### config.mk
export PLATFORM = sky130hd
export DESIGN_NAME = first_fit_rectangle_placer_top
export DESIGN_NICKNAME = d
export VERILOG_FILES = /design/src/design/ffrp_pkg.sv /design/src/design/ffrp_rect_mem.sv /design/src/design/ffrp_seq.sv /design/src/design/first_fit_rectangle_placer_top.sv
export SDC_FILE = /design/constraint.sdc
export NUM_CORES = 2
export LEC_CHECK = 0
export BUFFER_PORTS_ARGS = -buffer_cell sky130_fd_sc_hd__buf_2
export CAP_MARGIN = 25
export CORE_UTILIZATION = 35
export DETAILED_ROUTE_END_ITERATION = 10
export SLEW_MARGIN = 20
export SYNTH_ARGS = -nofsm -noshare
export SYNTH_HDL_FRONTEND = slang
export SYNTH_SLANG_ARGS = --single-unit
### constraint.sdc
create_clock -name i_clk -period 17.1 [get_ports i_clk]
set_input_delay 2.565 -clock i_clk [delete_from_list [all_inputs] [get_ports i_clk]]
set_output_delay 2.565 -clock i_clk [all_outputs]
set_load 0.05 [all_outputs]
### src/design/ffrp_pkg.sv
`timescale 1ns / 1ps
// Package for the first-fit rectangle placer: widths, codes, payload types.
// No dependencies.
package ffrp_pkg;

    localparam int COORD_BITS   = 16;
    localparam int SIZE_BITS    = COORD_BITS - 1;
    localparam int POS_BITS     = COORD_BITS + 2;
    localparam int ENTRY_BITS   = 2 * COORD_BITS + 2 * SIZE_BITS;
    localparam int MAX_RECTS_DEF = 16;
    localparam int CFG_IDX_BITS = 3;

    localparam logic [POS_BITS-1:0] COORD_MAX = POS_BITS'((1 << (COORD_BITS - 1)) - 1);

    localparam logic [1:0] MODE_CLEAR  = 2'd0;
    localparam logic [1:0] MODE_ADD    = 2'd1;
    localparam logic [1:0] MODE_PLACE  = 2'd2;
    localparam logic [1:0] MODE_UNUSED = 2'd3;

    localparam logic [1:0] ST_OK      = 2'd0;
    localparam logic [1:0] ST_NOSPACE = 2'd1;
    localparam logic [1:0] ST_FULL    = 2'd2;

    localparam logic SCAN_ROWS_FIRST = 1'b0;
    localparam logic SCAN_COLS_FIRST = 1'b1;

    localparam logic [CFG_IDX_BITS-1:0] CFG_AREA_LEFT   = 3'd0;
    localparam logic [CFG_IDX_BITS-1:0] CFG_AREA_TOP    = 3'd1;
    localparam logic [CFG_IDX_BITS-1:0] CFG_AREA_WIDTH  = 3'd2;
    localparam logic [CFG_IDX_BITS-1:0] CFG_AREA_HEIGHT = 3'd3;
    localparam logic [CFG_IDX_BITS-1:0] CFG_SCAN_ORDER  = 3'd4;

    typedef struct packed {
        logic [1:0]                  mode;
        logic signed [COORD_BITS-1:0] rect_x;
        logic signed [COORD_BITS-1:0] rect_y;
        logic [SIZE_BITS-1:0]        rect_w;
        logic [SIZE_BITS-1:0]        rect_h;
    } t_in_item;

    typedef struct packed {
        logic [1:0]                  status;
        logic signed [COORD_BITS-1:0] place_x;
        logic signed [COORD_BITS-1:0] place_y;
    } t_out_item;

    typedef struct packed {
        logic signed [COORD_BITS-1:0] area_left;
        logic signed [COORD_BITS-1:0] area_top;
        logic [SIZE_BITS-1:0]        area_width;
        logic [SIZE_BITS-1:0]        area_height;
        logic                        scan_order;
    } t_area_cfg;

    typedef struct packed {
        logic ready;
        logic done;
    } t_seq_status;

    typedef enum logic [3:0] {
        S_IDLE,
        S_OUTER,
        S_BRD,
        S_BCK,
        S_FIT,
        S_ERD,
        S_ECK,
        S_DONE
    } t_seq_state;

endpackage

### src/design/ffrp_rect_mem.sv
`timescale 1ns / 1ps
// Rectangle store: one write port, one read port with registered read data.
// Uses ffrp_pkg for the entry width.
module ffrp_rect_mem #(
    parameter int MAX_RECTS = ffrp_pkg::MAX_RECTS_DEF,
    parameter int AW = (MAX_RECTS > 1) ? $clog2(MAX_RECTS) : 1
) (
    input  logic                            i_clk,
    input  logic                            i_we,
    input  logic [AW-1:0]                   i_waddr,
    input  logic [ffrp_pkg::ENTRY_BITS-1:0] i_wdata,
    input  logic [AW-1:0]                   i_raddr,
    output logic [ffrp_pkg::ENTRY_BITS-1:0] o_rdata
);
    import ffrp_pkg::*;

    logic [ENTRY_BITS-1:0] r_mem [MAX_RECTS];

    always_ff @(posedge i_clk) begin
        if (i_we) begin
            r_mem[i_waddr] <= i_wdata;
        end
        o_rdata <= r_mem[i_raddr];
    end

endmodule

### src/design/ffrp_seq.sv
`timescale 1ns / 1ps
// Placement sequencer: walks the rectangle store for overlap and edge scans.
// Uses ffrp_pkg and instantiates ffrp_rect_mem.
module ffrp_seq #(
    parameter int MAX_RECTS = ffrp_pkg::MAX_RECTS_DEF
) (
    input  logic                  i_clk,
    input  logic                  i_rst_n,
    input  logic                  i_start,
    input  ffrp_pkg::t_in_item    i_item,
    input  logic                  i_take,
    input  ffrp_pkg::t_area_cfg   i_cfg,
    output ffrp_pkg::t_seq_status o_status,
    output ffrp_pkg::t_out_item   o_result
);
    import ffrp_pkg::*;

    localparam int AW = (MAX_RECTS > 1) ? $clog2(MAX_RECTS) : 1;
    localparam int CW = $clog2(MAX_RECTS + 1);
    localparam int CB = COORD_BITS;
    localparam int SB = SIZE_BITS;
    localparam int PB = POS_BITS;

    t_seq_state r_state, n_state;

    logic [CW-1:0]        r_count, n_count;
    logic [CW-1:0]        r_k, n_k;
    logic signed [PB-1:0] r_po, n_po;   // outer-axis position
    logic signed [PB-1:0] r_pi, n_pi;   // inner-axis position
    logic signed [PB-1:0] r_e, n_e;
    logic [SB-1:0]        r_w, n_w;
    logic [SB-1:0]        r_h, n_h;
    t_out_item            r_res, n_res;

    logic                  mem_we;
    logic [ENTRY_BITS-1:0] mem_wdata;
    logic [ENTRY_BITS-1:0] mem_rdata;

    ffrp_rect_mem #(.MAX_RECTS(MAX_RECTS), .AW(AW)) u_mem (
        .i_clk   (i_clk),
        .i_we    (mem_we),
        .i_waddr (r_count[AW-1:0]),
        .i_wdata (mem_wdata),
        .i_raddr (r_k[AW-1:0]),
        .o_rdata (mem_rdata)
    );

    // Axis mapping: rows first keeps y outer, columns first keeps x outer.
    logic                 col_first;
    logic signed [PB-1:0] left_e, top_e, lim_x, lim_y;
    logic signed [PB-1:0] org_o, org_i, lim_o, lim_i, sz_o, sz_i;
    logic signed [PB-1:0] ent_x, ent_y, ent_w, ent_h;
    logic signed [PB-1:0] ent_o, ent_i, ext_o, ext_i, end_o, end_i;
    logic                 overlap, inner_room, fits, count_full;

    always_comb begin
        col_first = (i_cfg.scan_order == SCAN_COLS_FIRST);
        left_e = PB'(i_cfg.area_left);
        top_e  = PB'(i_cfg.area_top);
        lim_x  = left_e + signed'({{(PB-SB){1'b0}}, i_cfg.area_width});
        lim_y  = top_e + signed'({{(PB-SB){1'b0}}, i_cfg.area_height});
        org_o  = col_first ? left_e : top_e;
        org_i  = col_first ? top_e : left_e;
        lim_o  = col_first ? lim_x : lim_y;
        lim_i  = col_first ? lim_y : lim_x;
        sz_o   = signed'({{(PB-SB){1'b0}}, (col_first ? r_w : r_h)});
        sz_i   = signed'({{(PB-SB){1'b0}}, (col_first ? r_h : r_w)});

        ent_x = PB'(signed'(mem_rdata[ENTRY_BITS-1 -: CB]));
        ent_y = PB'(signed'(mem_rdata[ENTRY_BITS-CB-1 -: CB]));
        ent_w = signed'({{(PB-SB){1'b0}}, mem_rdata[2*SB-1 -: SB]});
        ent_h = signed'({{(PB-SB){1'b0}}, mem_rdata[SB-1:0]});
        ent_o = col_first ? ent_x : ent_y;
        ent_i = col_first ? ent_y : ent_x;
        ext_o = col_first ? ent_w : ent_h;
        ext_i = col_first ? ent_h : ent_w;
        end_o = ent_o + ext_o;
        end_i = ent_i + ext_i;

        overlap = (r_po < end_o) && (r_pi < end_i) &&
                  (r_po + sz_o > ent_o) && (r_pi + sz_i > ent_i);
        inner_room = (r_pi + sz_i < lim_i);
        fits = inner_room && (r_po + sz_o < lim_o) &&
               (r_po <= signed'(COORD_MAX)) && (r_pi <= signed'(COORD_MAX));
        count_full = (r_count == CW'(MAX_RECTS));
        mem_wdata = {i_item.rect_x, i_item.rect_y, i_item.rect_w, i_item.rect_h};
    end

    // Next state
    always_comb begin
        n_state = r_state;
        case (r_state)
            S_IDLE: begin
                if (i_start) begin
                    n_state = (i_item.mode == MODE_PLACE) ? S_OUTER : S_DONE;
                end
            end
            S_OUTER: n_state = (r_po < lim_o) ? S_BRD : S_DONE;
            S_BRD:   n_state = (r_k == r_count) ? S_FIT : S_BCK;
            S_BCK: begin
                if (overlap && !inner_room) begin
                    n_state = S_FIT;
                end else begin
                    n_state = S_BRD;
                end
            end
            S_FIT:   n_state = fits ? S_DONE : S_ERD;
            S_ERD:   n_state = (r_k == r_count) ? S_OUTER : S_ECK;
            S_ECK:   n_state = S_ERD;
            S_DONE:  n_state = i_take ? S_IDLE : S_DONE;
            default: n_state = S_IDLE;
        endcase
    end

    // Datapath and store control
    always_comb begin
        n_count = r_count;
        n_k     = r_k;
        n_po    = r_po;
        n_pi    = r_pi;
        n_e     = r_e;
        n_w     = r_w;
        n_h     = r_h;
        n_res   = r_res;
        mem_we  = 1'b0;
        case (r_state)
            S_IDLE: begin
                if (i_start) begin
                    n_w   = i_item.rect_w;
                    n_h   = i_item.rect_h;
                    n_po  = org_o;
                    n_pi  = org_i;
                    n_res = '{status: ST_OK, place_x: '0, place_y: '0};
                    case (i_item.mode)
                        MODE_CLEAR: n_count = '0;
                        MODE_ADD: begin
                            if (count_full) begin
                                n_res.status = ST_FULL;
                            end else begin
                                mem_we  = 1'b1;
                                n_count = r_count + 1'b1;
                            end
                        end
                        default: ;
                    endcase
                end
            end
            S_OUTER: begin
                n_k = '0;
                if (!(r_po < lim_o)) begin
                    n_res.status = ST_NOSPACE;
                end
            end
            S_BCK: begin
                if (overlap && inner_room) begin
                    n_pi = end_i + 1'b1;
                    n_k  = '0;
                end else if (!overlap) begin
                    n_k = r_k + 1'b1;
                end
            end
            S_FIT: begin
                n_k = '0;
                n_e = lim_o;
                if (fits) begin
                    n_res.place_x = CB'(col_first ? r_po : r_pi);
                    n_res.place_y = CB'(col_first ? r_pi : r_po);
                end
            end
            S_ERD: begin
                if (r_k == r_count) begin
                    n_po = r_e + 1'b1;
                    n_pi = org_i;
                end
            end
            S_ECK: begin
                if (end_o > r_po && end_o < r_e) begin
                    n_e = end_o;
                end
                n_k = r_k + 1'b1;
            end
            default: ;
        endcase
    end

    always_ff @(posedge i_clk) begin
        if (!i_rst_n) begin
            r_state <= S_IDLE;
            r_count <= '0;
        end else begin
            r_state <= n_state;
            r_count <= n_count;
        end
    end

    always_ff @(posedge i_clk) begin
        r_k   <= n_k;
        r_po  <= n_po;
        r_pi  <= n_pi;
        r_e   <= n_e;
        r_w   <= n_w;
        r_h   <= n_h;
        r_res <= n_res;
    end

    assign o_status = '{ready: (r_state == S_IDLE), done: (r_state == S_DONE)};
    assign o_result = r_res;

endmodule

### src/design/first_fit_rectangle_placer_top.sv
`timescale 1ns / 1ps
// Top level of the first-fit rectangle placer: handshakes, config registers,
// output register. Uses ffrp_pkg and instantiates ffrp_seq.
//
//  channel | direction | handshake             | payload
//  in      | input     | i_in_valid/o_in_stall | i_in_data  (t_in_item)
//  out     | output    | o_out_valid/i_out_stall | o_out_data (t_out_item)
//  cfg     | input     | i_cfg_valid/o_cfg_ready | i_cfg_index, i_cfg_data
//
// Clear and add go straight to the done state. A place request makes overlap
// passes and edge passes over the N stored rectangles, paced by the single
// read port of the rectangle store, with a read and a check state per entry.
// Reset is synchronous; the store needs no clearing pass.
// Output stall holds the result register; one more item is taken meanwhile.
module first_fit_rectangle_placer_top #(
    parameter int MAX_RECTS = ffrp_pkg::MAX_RECTS_DEF
) (
    input  logic                                  i_clk,
    input  logic                                  i_rst_n,
    input  logic                                  i_in_valid,
    output logic                                  o_in_stall,
    input  ffrp_pkg::t_in_item                    i_in_data,
    output logic                                  o_out_valid,
    input  logic                                  i_out_stall,
    output ffrp_pkg::t_out_item                   o_out_data,
    input  logic                                  i_cfg_valid,
    output logic                                  o_cfg_ready,
    input  logic [ffrp_pkg::CFG_IDX_BITS-1:0]     i_cfg_index,
    input  logic [ffrp_pkg::COORD_BITS-1:0]       i_cfg_data
);
    import ffrp_pkg::*;

    t_area_cfg   r_cfg;
    t_seq_status seq_st;
    t_out_item   seq_res;
    t_out_item   r_out;
    logic        r_out_valid;
    logic        take;

    assign o_cfg_ready = 1'b1;
    assign o_in_stall  = !seq_st.ready;
    assign take        = seq_st.done && (!r_out_valid || !i_out_stall);

    always_ff @(posedge i_clk) begin
        if (!i_rst_n) begin
            r_cfg <= '{area_left: '0, area_top: '0, area_width: SIZE_BITS'(1024),
                       area_height: SIZE_BITS'(768), scan_order: SCAN_ROWS_FIRST};
        end else if (i_cfg_valid) begin
            case (i_cfg_index)
                CFG_AREA_LEFT:   r_cfg.area_left   <= i_cfg_data;
                CFG_AREA_TOP:    r_cfg.area_top    <= i_cfg_data;
                CFG_AREA_WIDTH:  r_cfg.area_width  <= i_cfg_data[SIZE_BITS-1:0];
                CFG_AREA_HEIGHT: r_cfg.area_height <= i_cfg_data[SIZE_BITS-1:0];
                CFG_SCAN_ORDER:  r_cfg.scan_order  <= i_cfg_data[0];
                default: ;
            endcase
        end
    end

    ffrp_seq #(.MAX_RECTS(MAX_RECTS)) u_seq (
        .i_clk    (i_clk),
        .i_rst_n  (i_rst_n),
        .i_start  (i_in_valid && seq_st.ready),
        .i_item   (i_in_data),
        .i_take   (take),
        .i_cfg    (r_cfg),
        .o_status (seq_st),
        .o_result (seq_res)
    );

    always_ff @(posedge i_clk) begin
        if (!i_rst_n) begin
            r_out_valid <= 1'b0;
        end else if (take) begin
            r_out_valid <= 1'b1;
        end else if (!i_out_stall) begin
            r_out_valid <= 1'b0;
        end
    end

    always_ff @(posedge i_clk) begin
        if (take) begin
            r_out <= seq_res;
        end
    end

    assign o_out_valid = r_out_valid;
    assign o_out_data  = r_out;

endmodule

==> reports/qor.csv <==
stage;metric;value;unit
status;status;completed;
clock_network;CTS sink cnt;1283;
logic_synthesis;Syn Inst Count;3456;
clock_network;Bufs on Longest Clock Path;3;
timing;fin crit share;43.9;%
global_routing;GRT Util Overall;18.8;%
clock_network;# H-tree levels;4;
job;max_cap viols;0;
place;PortBufs;123;
final_layout;# fillers;14700;
setup_path;worst reg2reg path depth;23;
pwr;P_int;0.00719;W
floorplan;Die Wd;405;microns
global_routing;vias in the first global route;31300;
pwr;Logic pwr share;38.2;%
timing;fin crit period;7510;ps
logic_synthesis;prevailing post-synth register cell;edfxtp_1;
logic_synthesis;Mean Syn Cell Area;16.5;sq um
logic_synthesis;post-synthesis cell type count;82;
clock_network;post-cts sizing count;0;
setup_path;r2r setup slk;9590;ps
setup_path;WP buf/inv;2;
timing;Min Hold Slack;417;ps
timing;RSZ-0062 raised after global routing;no;
logic_synthesis;Post-synth EDFFs;1149;
setup_path;Worst EP arrival;7900;ps
pwr;switching power;0.00399;W
timing;Final TNS setup;0;ps
setup_path;cells along the critical path;buf_4 -> mux2i_1 -> inv_1 -> ha_1 -> a211oi_1 -> o21ai_0 -> a32o_1 -> o21a_1 -> o21ai_0 -> nand2b_1 -> a21oi_1 -> xnor2_1 -> ha_1 -> a21o_1 -> a2111oi_0 -> a21o_1 -> nand3_1 -> a41oi_1 -> o41ai_1 -> or3_1 -> or3b_1 -> nor3_1 -> or2_1;
pwr;Peak supply drop;112;uV
logic_synthesis;synthesis-stage register bit count;1283;
setup_path;Worst Path Required;17490;ps
pwr;Pwr Density;172;nW/um^2
floorplan;FP Rows;147;
final_layout;share of post-route cells with drive strength above 1;21.1;%
route;remaining antenna violation count after routing;0;
setup_path;r2r endpoint;u_seq.r_pi[2]$_DFFE_PP_;
floorplan;Die ar.;164000;sq um
logic_synthesis;Seq/Total Area, Yosys;65.3;%
setup_path;critical path endpoint category;flop;
logic_synthesis;asr flop ratio synth;0;%
setup_path;CP max stage delay;730;ps
pwr;sw frac;35.7;%
floorplan;core box area;161000;sq um
hold_path;worst hold path type;flop to flop;
logic_synthesis;count leader, synth;edfxtp_1;
final_layout;P&R area growth vs syn;14.0;%
place;Post-Place Cells;5656;
pwr;sequential share of power;35.3;%
setup_path;CP delay by family, top;compound AO/OA/AOI/OAI gates;
floorplan;I/O pin count;125;
route;Initial DRC Count;2903;
clock_network;CTS buffer count;141;
global_routing;initial antenna violation count;26;
pwr;Clk pwr share;26.5;%
clock_network;clk_lat worst skew;790;ps
setup_path;crit path max fanout;55;
logic_synthesis;Synth top area share;60.6;%
setup_path;Startpoint Class;flop;
timing;final hold viol count;0;
setup_path;Crit Path Category;flop to flop;
timing;Slew Limit Headroom;34.6;%
global_routing;Congestion Overflow GR;0;
global_routing;wire length of the first global-routing pass;223000;microns
setup_path;Critical path origin;r_cfg[0]$_SDFFE_PN0P_;
route;DR pass1 iterations;7;
logic_synthesis;Commonest cells post-synth;edfxtp_1, mux4_2, ha_1, nand2_1, nor2_1;
setup_path;RR Startpoint;r_cfg[0]$_SDFFE_PN0P_;
floorplan;die height;405;microns
place;dpl ws;9640;ps
route;Vias/cell;5.38;
clock_network;hold_buf cts;0;
route;final WL;155000;microns
timing;final worst slack;9590;ps
setup_path;Worst path depth;23;
final_layout;nets;3950;
logic_synthesis;syn nets;3765;
setup_path;crit path capture;u_seq.r_pi[2]$_DFFE_PP_;
place;detailed placement HPWL;100000;microns
clock_network;Clock transition at path regs;60;ps
setup_path;Crit-path slowest cell;buf_4;
route;WL per Instance;26.2;microns
clock_network;CTS tree;done;
pwr;final total power;0.0112;W
route;DRC;0;
pwr;LEAKAGE;21.8;nW
clock_network;post-CTS setup buffer count;0;
floorplan;initial core utilization;35.3;%
timing;Worst Clk Skew;41.8;ps
timing;worst slew pin tran;970;ps
logic_synthesis;Synth area leader;edfxtp_1;
logic_synthesis;cells taking the most area after synthesis;edfxtp_1, mux4_2, ha_1;
route;Vias;31800;
clock_network;Root Driver;clkbuf_16;
logic_synthesis;post-synthesis cell area;56900;sq um
place;GPL Wtd Cong;0.900;
timing;Setup violations, final;0;
timing;Max Slew Vio Count;0;
global_routing;largest net degree at the start of global routing;91;
final_layout;non-filler cells, final;5916;
logic_synthesis;Ys Warns;0;
timing;Max Freq;0.133;GHz
[state kept, by name, indices dropped and copies added (netlist names), 5 cells and up]
signal / flops
u_seq.r_e: 18
u_seq.u_mem.o_rdata: 62
o_out_data: 34
u_seq.r_pi: 18
u_seq.r_k: 5
u_seq.r_w: 15
u_seq.r_po: 18
u_seq.r_h: 15
u_seq.u_mem.r_mem: 992
u_seq.r_count: 5
r_cfg: 63
u_seq.o_result: 34
[cells in the final DEF, fill, tap and decap left out, types with 23 or more instances in the layout]
master	instances
a21boi_0	68
a21o_1	52
a21oi_1	140
buf_2	122
buf_4	50
clkbuf_1	45
clkbuf_16	141
dfxtp_1	133
edfxtp_1	1149
ha_1	215
inv_1	116
mux2_2	67
mux2i_1	123
mux4_2	310
nand2_1	199
nand2b_1	24
nand3_1	51
nor2_1	150
nor3_1	30
o21ai_0	79
xnor2_1	96
xor2_1	23
[cell families (layout without fill, tap and decap cells)]
group	after synthesis	after routing	synth area share (%)
flip-flops	1283	1283	65.3
XOR/XNOR	119	119	1.83
adder cells (fa/ha/maj)	228	228	5.06
other	1	2	0.00659
multiplexers	500	500	15.7
buffers and inverters	252	551	1.67
AND/OR/NAND/NOR	580	580	4.72
AO/OA/AOI/OAI	493	493	5.66
[per-layer routing]
| layer | up-vias | share of wire, % | wire [microns] | track usage, % |
|---|---|---|---|---|
| met5 | - | 0.096 | 149 | 0 |
| met4 | 26 | 2.1 | 3250 | 4.59 |
| met3 | 217 | 5.5 | 8590 | 3.09 |
| met2 | 976 | 49 | 75800 | 31.3 |
| met1 | 16500 | 43 | 67200 | 25.7 |
| li1 | 14100 | - | - | - |
[through the flow]
stage          utilization [%]  instance area [sq um]
2_1_floorplan                -                  56900
3_3_place_gp              37.4                  60300
3_5_place_dp              37.4                  60300
4_1_cts                   40.3                  64900
5_1_grt                   40.3                  64900
6_report                  40.3                  64900
[final cells by class]
cell class	count	area, sq um	area share, %
flip-flops and latches	1283	37200	57.3
multi-input cells	1921	18900	29.2
clock buffers	196	3830	5.91
well taps	2160	2700	4.16
repair buffers	177	1080	1.66
clock inverters	61	739	1.14
inverters	117	439	0.676
diodes	1	2.50	0.00385
[power groups by stage]
| stage | sequential [W] | clock [W] | combinational (W) |
|---|---|---|---|
| 2_1_floorplan | 0.00382 | 0 | 0.00308 |
| 3_3_place_gp | 0.00402 | 0 | 0.00421 |
| 3_5_place_dp | 0.00402 | 0 | 0.00424 |
| 4_1_cts | 0.00395 | 0.00303 | 0.00426 |
| 5_1_grt | 0.00395 | 0.00314 | 0.00464 |
| 6_report | 0.00395 | 0.00296 | 0.00427 |
[how the worst min path moves through the flow]
| stage | from | to | depth (start not counted) |
|---|---|---|---|
| after floorplan | u_seq.o_result[0]$_SDFFCE_PN0P_ | o_out_data[0]$_DFFE_PP_ | 0 |
| after global placement | u_seq.o_result[31]$_SDFFCE_PN0P_ | o_out_data[31]$_DFFE_PP_ | 0 |
| after detailed placement | u_seq.o_result[14]$_SDFFCE_PN0P_ | o_out_data[14]$_DFFE_PP_ | 0 |
| after CTS | u_seq.o_result[28]$_SDFFCE_PN0P_ | o_out_data[28]$_DFFE_PP_ | 0 |
| after global routing | u_seq.o_result[14]$_SDFFCE_PN0P_ | o_out_data[14]$_DFFE_PP_ | 0 |
| final | u_seq.o_result[28]$_SDFFCE_PN0P_ | o_out_data[28]$_DFFE_PP_ | 0 |
Power figures use the tool's default switching activity.
